==> config.mk <==
export PLATFORM = sky130hd
export DESIGN_NAME = bru_seq_flat
export DESIGN_NICKNAME = d
export VERILOG_FILES = /design/src/rtl/bru_pkg.sv /design/src/rtl/bru_chan_if.sv /design/src/rtl/bru_seq.sv /design/src/flat_wrapper.sv
export SDC_FILE = /design/constraint.sdc
export NUM_CORES = 1
export LEC_CHECK = 0
export BUFFER_PORTS_ARGS = -buffer_cell sky130_fd_sc_hd__buf_2
export CELL_PAD_IN_SITES_DETAIL_PLACEMENT = 0
export CELL_PAD_IN_SITES_GLOBAL_PLACEMENT = 1
export CORE_UTILIZATION = 34
export DETAILED_ROUTE_END_ITERATION = 8
export PLACE_DENSITY = 0.78
export SLEW_MARGIN = 30
export SYNTH_ARGS = -nofsm -noshare
export SYNTH_HDL_FRONTEND = slang
export SYNTH_SLANG_ARGS = --single-unit
export TNS_END_PERCENT = 5
==> constraint.sdc <==
create_clock -name clk_i -period 3.43 [get_ports clk_i]
set_input_delay 0.1715 -clock clk_i [delete_from_list [all_inputs] [get_ports clk_i]]
set_output_delay 0.1715 -clock clk_i [all_outputs]
set_load 0.01 [all_outputs]
==> src/rtl/bru_pkg.sv <==
// Shared types and constants of the BMP row pixel unpacker.
// Used by every module of the block but bru_ram, and by the channel interface users.
package bru_pkg;

  localparam int unsigned MAX_WIDTH  = 8192;
  localparam int unsigned WID_W      = $clog2(MAX_WIDTH + 1);
  localparam int unsigned COL_W      = $clog2(MAX_WIDTH);
  localparam int unsigned ROWB_W     = $clog2(4 * MAX_WIDTH + 4);
  localparam int unsigned CFG_IDX_W  = 2;
  localparam int unsigned CFG_DATA_W = 14;

  localparam logic [CFG_IDX_W-1:0] REG_PIXEL_FORMAT = 2'd0;
  localparam logic [CFG_IDX_W-1:0] REG_ROW_WIDTH    = 2'd1;

  localparam logic FUNC_PIXEL   = 1'b0;
  localparam logic FUNC_PALETTE = 1'b1;

  typedef enum logic [2:0] {
    FMT_1BPP   = 3'd0,
    FMT_4BPP   = 3'd1,
    FMT_8BPP   = 3'd2,
    FMT_RGB555 = 3'd3,
    FMT_RGB565 = 3'd4,
    FMT_BGR24  = 3'd5,
    FMT_BGRA32 = 3'd6,
    FMT_ABGR32 = 3'd7
  } fmt_e;

  typedef struct packed {
    logic       func;
    logic [7:0] data_byte;
    logic [7:0] pal_index;
    logic [7:0] pal_blue;
    logic [7:0] pal_green;
    logic [7:0] pal_red;
    logic [7:0] pal_reserved;
  } in_item_t;

  typedef struct packed {
    logic [7:0] blue;
    logic [7:0] green;
    logic [7:0] red;
    logic [7:0] alpha;
    logic       row_end;
    logic       last;
    logic       alpha_seen;
  } pix_out_t;

  typedef struct packed {
    logic [CFG_IDX_W-1:0]  index;
    logic [CFG_DATA_W-1:0] value;
  } cfg_wr_t;

  // Decoded configuration handed from the register block to the sequencer
  typedef struct packed {
    fmt_e              fmt;
    logic [WID_W-1:0]  width;
    logic [ROWB_W-1:0] rd;
    logic [ROWB_W-1:0] pad;
    logic              clear;
  } cfg_t;

  // One pixel on its way to the palette read and output stages
  typedef struct packed {
    logic [7:0] blue;
    logic [7:0] green;
    logic [7:0] red;
    logic [7:0] alpha;
    logic       use_pal;
    logic       pal_zero;
    logic       row_end;
    logic       last;
    logic       alpha_seen;
  } pix_desc_t;

endpackage

==> src/rtl/bru_chan_if.sv <==
// Valid/ready channel carrying one payload struct per beat.
// Payload types come from bru_pkg.
interface bru_chan_if #(
  parameter type payload_t = logic
);
  logic     valid;
  logic     ready;
  payload_t data;

  modport source (output valid, output data, input ready);
  modport sink   (input valid, input data, output ready);
endinterface

==> src/rtl/bru_seq.sv <==
// Input register and pixel sequencer: row position, partial pixel and
// alpha tracking, palette writes and reads. Depends on bru_pkg, bru_chan_if.
module bru_seq #(
  parameter int unsigned PALETTE_DEPTH = 256,
  localparam int unsigned AW = (PALETTE_DEPTH > 1) ? $clog2(PALETTE_DEPTH) : 1
) (
  input  logic               clk_i,
  input  logic               rst_ni,
  bru_chan_if.sink           in_if,
  input  bru_pkg::cfg_t      cfg_i,
  input  logic               p_ready_i,
  output logic               pix_valid_o,
  output bru_pkg::pix_desc_t pix_o,
  output logic               ram_we_o,
  output logic [AW-1:0]      ram_waddr_o,
  output logic [31:0]        ram_wdata_o,
  output logic               ram_re_o,
  output logic [AW-1:0]      ram_raddr_o
);
  import bru_pkg::*;

  localparam int unsigned CMP_W = WID_W + 1;

  logic              s_valid_q, s_valid_d;
  in_item_t          s_item_q;
  logic [2:0]        k_q, k_d;
  logic [ROWB_W-1:0] bir_q, bir_d, bir_n;
  logic [COL_W-1:0]  col_q, col_d;
  logic [2:0][7:0]   part_q, part_d;
  logic [1:0]        pcnt_q, pcnt_d;
  logic              fa_known_q, fa_known_d;
  logic              fa_full_q, fa_full_d;
  logic              aflag_q, aflag_d;

  logic [7:0]  v, idx, b, g, r, a;
  logic [15:0] d16;
  logic        pal_wr, active, col_end, emit, sub_done, use_pal, is32;
  logic        full_n, flag_n, step, finish, issue, accept;

  assign in_if.ready = !s_valid_q || finish;
  assign accept      = in_if.valid && in_if.ready;

  always_comb begin
    v        = s_item_q.data_byte;
    d16      = {v, part_q[0]};
    pal_wr   = s_item_q.func == FUNC_PALETTE;
    active   = !pal_wr && (bir_q < cfg_i.rd);
    col_end  = (CMP_W'(col_q) + CMP_W'(1)) >= CMP_W'(cfg_i.width);
    idx      = v;
    emit     = 1'b0;
    sub_done = 1'b1;
    use_pal  = 1'b0;
    b        = part_q[0];
    g        = part_q[1];
    r        = v;
    a        = 8'hff;
    case (cfg_i.fmt)
      FMT_1BPP: begin
        use_pal  = 1'b1;
        emit     = active;
        idx      = {7'd0, v[3'd7 - k_q]};
        sub_done = !active || col_end || (k_q == 3'd7);
      end
      FMT_4BPP: begin
        use_pal  = 1'b1;
        emit     = active;
        idx      = k_q[0] ? {4'd0, v[3:0]} : {4'd0, v[7:4]};
        sub_done = !active || col_end || k_q[0];
      end
      FMT_8BPP: begin
        use_pal = 1'b1;
        emit    = active;
      end
      FMT_RGB555: begin
        emit = active && (pcnt_q != 2'd0);
        b    = {d16[4:0], d16[4:2]};
        g    = {d16[9:5], d16[9:7]};
        r    = {d16[14:10], d16[14:12]};
      end
      FMT_RGB565: begin
        emit = active && (pcnt_q != 2'd0);
        b    = {d16[4:0], d16[4:2]};
        g    = {d16[10:5], d16[10:9]};
        r    = {d16[15:11], d16[15:13]};
      end
      FMT_BGR24: begin
        emit = active && (pcnt_q == 2'd2);
      end
      FMT_BGRA32: begin
        emit = active && (pcnt_q == 2'd3);
        r    = part_q[2];
        a    = v;
      end
      FMT_ABGR32: begin
        emit = active && (pcnt_q == 2'd3);
        a    = part_q[0];
        b    = part_q[1];
        g    = part_q[2];
      end
      default: ;
    endcase

    is32   = (cfg_i.fmt == FMT_BGRA32) || (cfg_i.fmt == FMT_ABGR32);
    // the first 32-bit pixel decides which alpha counts as opaque
    full_n = fa_known_q ? fa_full_q : (a != 8'h00);
    flag_n = aflag_q || (a != (full_n ? 8'hff : 8'h00));

    step   = s_valid_q && (!emit || p_ready_i);
    finish = step && sub_done;
    issue  = s_valid_q && emit && p_ready_i;
  end

  always_comb begin
    s_valid_d  = s_valid_q;
    k_d        = k_q;
    bir_d      = bir_q;
    bir_n      = bir_q + ROWB_W'(1);
    col_d      = col_q;
    part_d     = part_q;
    pcnt_d     = pcnt_q;
    fa_known_d = fa_known_q;
    fa_full_d  = fa_full_q;
    aflag_d    = aflag_q;

    if (finish) begin
      s_valid_d = 1'b0;
    end
    if (accept) begin
      s_valid_d = 1'b1;
    end
    if (step) begin
      k_d = sub_done ? 3'd0 : k_q + 3'd1;
    end
    if (issue) begin
      col_d = col_end ? '0 : col_q + COL_W'(1);
      if (is32) begin
        fa_known_d = 1'b1;
        fa_full_d  = full_n;
        aflag_d    = flag_n;
      end
    end
    if (finish && !pal_wr) begin
      if (active && !use_pal) begin
        if (emit) begin
          part_d = '0;
          pcnt_d = 2'd0;
        end else begin
          for (int i = 0; i < 3; i++) begin
            if (pcnt_q == 2'(i)) begin
              part_d[i] = v;
            end
          end
          pcnt_d = pcnt_q + 2'd1;
        end
      end
      // end of padded row: start the next one clean
      if (bir_n >= cfg_i.pad) begin
        bir_d  = '0;
        col_d  = '0;
        part_d = '0;
        pcnt_d = 2'd0;
      end else begin
        bir_d = bir_n;
      end
    end
    if (cfg_i.clear) begin
      bir_d      = '0;
      col_d      = '0;
      part_d     = '0;
      pcnt_d     = 2'd0;
      fa_known_d = 1'b0;
      fa_full_d  = 1'b0;
      aflag_d    = 1'b0;
    end
  end

  always_ff @(posedge clk_i or negedge rst_ni) begin
    if (!rst_ni) begin
      s_valid_q  <= 1'b0;
      k_q        <= 3'd0;
      bir_q      <= '0;
      col_q      <= '0;
      part_q     <= '0;
      pcnt_q     <= 2'd0;
      fa_known_q <= 1'b0;
      fa_full_q  <= 1'b0;
      aflag_q    <= 1'b0;
    end else begin
      s_valid_q  <= s_valid_d;
      k_q        <= k_d;
      bir_q      <= bir_d;
      col_q      <= col_d;
      part_q     <= part_d;
      pcnt_q     <= pcnt_d;
      fa_known_q <= fa_known_d;
      fa_full_q  <= fa_full_d;
      aflag_q    <= aflag_d;
    end
  end

  always_ff @(posedge clk_i) begin
    if (accept) begin
      s_item_q <= in_if.data;
    end
  end

  assign ram_we_o    = s_valid_q && pal_wr && (32'(s_item_q.pal_index) < PALETTE_DEPTH);
  assign ram_waddr_o = AW'(s_item_q.pal_index);
  assign ram_wdata_o = {s_item_q.pal_reserved, s_item_q.pal_red,
                        s_item_q.pal_green, s_item_q.pal_blue};
  assign ram_re_o    = issue && use_pal;
  assign ram_raddr_o = AW'(idx);

  assign pix_valid_o      = issue;
  assign pix_o.blue       = b;
  assign pix_o.green      = g;
  assign pix_o.red        = r;
  assign pix_o.alpha      = a;
  assign pix_o.use_pal    = use_pal;
  assign pix_o.pal_zero   = 32'(idx) >= PALETTE_DEPTH;
  assign pix_o.row_end    = col_end;
  assign pix_o.last       = sub_done;
  assign pix_o.alpha_seen = is32 ? flag_n : aflag_q;

endmodule

==> src/flat_wrapper.sv <==
// flat-port wrapper written by rule: the top's interface ports become plain ports
module bru_seq_flat import bru_pkg::*;
#(
  parameter int unsigned PALETTE_DEPTH = 256,
  localparam int unsigned AW = (PALETTE_DEPTH > 1) ? $clog2(PALETTE_DEPTH) : 1
)
  (clk_i, rst_ni, cfg_i, p_ready_i, pix_valid_o, pix_o, ram_we_o, ram_waddr_o, ram_wdata_o, ram_re_o, ram_raddr_o, in_if_valid, in_if_data, in_if_ready);
  bru_chan_if in_if_i ();
  input  logic clk_i;
  input  logic rst_ni;
  input  bru_pkg::cfg_t cfg_i;
  input  logic p_ready_i;
  output logic pix_valid_o;
  output bru_pkg::pix_desc_t pix_o;
  output logic ram_we_o;
  output logic [AW-1:0] ram_waddr_o;
  output logic [31:0] ram_wdata_o;
  output logic ram_re_o;
  output logic [AW-1:0] ram_raddr_o;
  input wire logic [$bits(in_if_i.valid)-1:0] in_if_valid;
  input wire logic [$bits(in_if_i.data)-1:0] in_if_data;
  output wire logic [$bits(in_if_i.ready)-1:0] in_if_ready;
  assign in_if_i.valid = in_if_valid;
  assign in_if_i.data = in_if_data;
  assign in_if_ready = in_if_i.ready;
  bru_seq #(.PALETTE_DEPTH(PALETTE_DEPTH)) u_core (.clk_i(clk_i), .rst_ni(rst_ni), .in_if(in_if_i), .cfg_i(cfg_i), .p_ready_i(p_ready_i), .pix_valid_o(pix_valid_o), .pix_o(pix_o), .ram_we_o(ram_we_o), .ram_waddr_o(ram_waddr_o), .ram_wdata_o(ram_wdata_o), .ram_re_o(ram_re_o), .ram_raddr_o(ram_raddr_o));
endmodule
==> impl_metrics.tcl <==
set metrics [dict create \
    synth-main-ff-cell "dfrtp_1" \
    cts_tree "yes" \
    min_period_over_period_pct 97.4 \
    clk_pin_slew_ns 0.06 \
    first_pass_iters 4 \
    worstPathArrival_ns 3.17 \
    crit_path_start "u_core.col_q[0]" \
    p_switching_uw 415 \
    cp_cell_sequence "ha_1, nand3_1, nor3_1, buf_4, nand3_1, xnor2_1, ha_1, nand3_1, or3_1, o21ai_2, buf_6, and3b_1, inv_1, buf_2" \
    core_um2 12100 \
    fin_worst_skew_ns 0.00837 \
    final_cell_mix "73 x conb_1, 69 x inv_1, 69 x buf_2, 50 x ha_1, 40 x buf_4" \
    clk_latency_ns 0.28 \
    sw_frac_of_total_pct 31.4 \
    root_buffer "clkbuf_16" \
    period_minus_slack_ns 3.34 \
    relSlewSlack_pct 62.1 \
    p_comb_share_pct 28.5 \
    p_clk_share_pct 33.5 \
    synth_seq_cells 39 \
    ir_drop_mv 0.187 \
    synth_area_per_cell_um2 8.19 \
    grt_pass1_vias 3442 \
    hold_viol 0 \
    fin_cells 780 \
    utilization_pct 40.5 \
    via_per_inst 4.64 \
    placed_cell_area_um2 4700 \
    io_pins 144 \
    seq_area_frac_synth_pct 23.1 \
    die_w_um 114 \
    yosysWarningCount 0 \
    clockBufferDepth 2 \
    power_frac_seq_pct 38.0 \
    hold_start "in_if_data" \
    dpl.hpwl_mm 7.72 \
    p_total_mw 1.32 \
    yosys.cell_types.count 59 \
    ant_nets 0 \
    fillers 1252 \
    worst_slack_ns 0.0895 \
    cap_violations 0 \
    stdcell_area_um2 4900 \
    outcome "complete, no violations" \
    globalplace.congestion 0.837 \
    dp_slack_ns 0.0600 \
    p_per_area_nw_per_um2 270 \
    maxSlewViolCount 0 \
    grt_pass1_wl_mm 15.7 \
    layout_commonest_cell "conb_1" \
    reg2reg_from "u_core.col_q[0]" \
    min_path_type "primary input to flop" \
    wl_per_cell_um 12.3 \
    intPower_uw 907 \
    die_h_um 114 \
    cts.sinks 39 \
    num_rows 40 \
    crit_path_max_fanout 17 \
    critical_path_buf_inv_count 4 \
    leakage_nw 2.67 \
    die-area_um2 13000 \
    n_antenna_cell 0 \
    drc_errors 0 \
    async_flop_share_pct 97.4 \
    grt_usage_pct 15.1 \
    critPathKind "flop to output port" \
    floorplan.initialDensity_pct 35.1 \
    hold_slack_ns 0.0638 \
    cts_made_buffers 5 \
    drive_above_1_share_pct 22.9 \
    netlist_instances 519 \
    worst_pin_slew_ns 0.553 \
    drt_wl_total_mm 9.61 \
    netlist_area_um2 4250 \
    grt.overflow.total 0 \
    drt_iter0_drc 166 \
    slowest_delay_ns 0.40 \
    port_buffers 70 \
    startpoint_type "flop" \
    required_ns 3.26 \
    synth_edf_count 1 \
    crit_top_cell "nand3_1" \
    syn_to_final_growth_pct 15.3 \
    setup_viol 0 \
    slowest_stage "or3_1" \
    max_freq_ghz 0.299 \
    antenna_found_initial 0 \
    rsz0062_at_grt "yes" \
    critical_path.top_delay_family "simple AND/OR/NAND/NOR gates" \
    dp_cells 771 \
    layout.nets 716 \
    grt_max_degree 39 \
    finalSetupTns_ns 0 \
    htree_levels 2 \
    num_vias 3616 \
    cp-end-kind "output port" \
]
## sequential cells by signal, indices dropped and copies added (netlist names)
| name | count |
|---|---|
| u_core.col_q | 13 |
| u_core.fa_full_q | 1 |
| u_core.k_q | 3 |
| u_core.aflag_q | 1 |
| u_core.s_valid_q | 1 |
| u_core.fa_known_q | 1 |
| u_core.pcnt_q | 2 |
| u_core.bir_q | 16 |
| u_core.ram_wdata_o | 1 |
## cells in the mapped netlist, drive strengths merged, types with 6 or more instances
cell type	n	area share (%)
buf	86	15
inv	69	6.1
ha	50	15
dfrtp	38	22
nor2	27	2.4
nand2	26	2.3
a21oi	25	3.6
nand3	23	2.7
o21ai	22	2.9
xnor2	17	3.5
clkbuf	13	1.1
nor3	10	1.2
nand4	8	1.2
xor2	8	1.6
a21boi	7	1.2
and3	7	1.0
a22o	6	1.2
mux2i	6	1.4
## repair_timing
item | in CTS | in global routing
endpoints found under the hold margin | 0 | 38
hold buffers | 0 | 1
setup endpoints to repair | 0 | 33
gates resized for setup | 0 | 12
setup buffers | 0 | 0
## metal layers
layer | part of all wire [%] | GRT usage [%] | vias up
li1 | - | - | 1813
met1 | 44 | 18.8 | 1683
met2 | 50 | 26.9 | 103
met3 | 4.3 | 2.60 | 17
met4 | 1.7 | 3.72 | 0
met5 | 0 | 0 | -
## final timing paths
path	slack (ns)	endpoint	depth (start not counted)
worst max-delay path	0.09	pix_o[1]	14
worst min-delay path	0.06	u_core.ram_wdata_o[24]	1
worst max register to register	0.17	u_core.bir_q[0]	14
worst min register to register	0.53	u_core.fa_full_q	1
max in group asynchronous	2.64	u_core.bir_q[6]	2
min in group asynchronous	0.42	u_core.s_valid_q	2
## cell type report
cell class / instances / area, µm² / share of cell area [%]
Clock inverter: 1 / 5.00 / 0.102
Tap cell: 168 / 210 / 4.29
Clock buffer: 7 / 133 / 2.70
Sequential cell: 39 / 982 / 20.0
Timing Repair Buffer: 112 / 687 / 14.0
Inverter: 69 / 259 / 5.28
Multi-Input combinational cell: 384 / 2630 / 53.6
## cells by family (layout without fill, tap and decap cells)
group                      count (synthesis)  in the layout  share of synthesized area [%]
muxes                                      7              7                           1.68
other                                      1             73                         0.0882
adders and majority gates                 50             50                           14.7
AOI/OAI and AO/OA                        102            102                           17.7
buffers and inverters                    168            189                           22.5
xor gates and xnor gates                  25             25                           5.15
DFF                                       39             39                           23.1
and+or+nand+nor                          127            127                           15.1
## power groups by stage
| stage | Sequential [mW] | Combinational, mW | Clock, mW |
|---|---|---|---|
| 2_1_floorplan | 0.510 | 0.300 | 0 |
| 3_3_place_gp | 0.510 | 0.365 | 0 |
| 3_5_place_dp | 0.511 | 0.375 | 0 |
| 4_1_cts | 0.503 | 0.376 | 0.452 |
| 5_1_grt | 0.505 | 0.430 | 0.473 |
| 6_report | 0.502 | 0.377 | 0.443 |
Note: power is estimated with default switching activity, not from simulation.
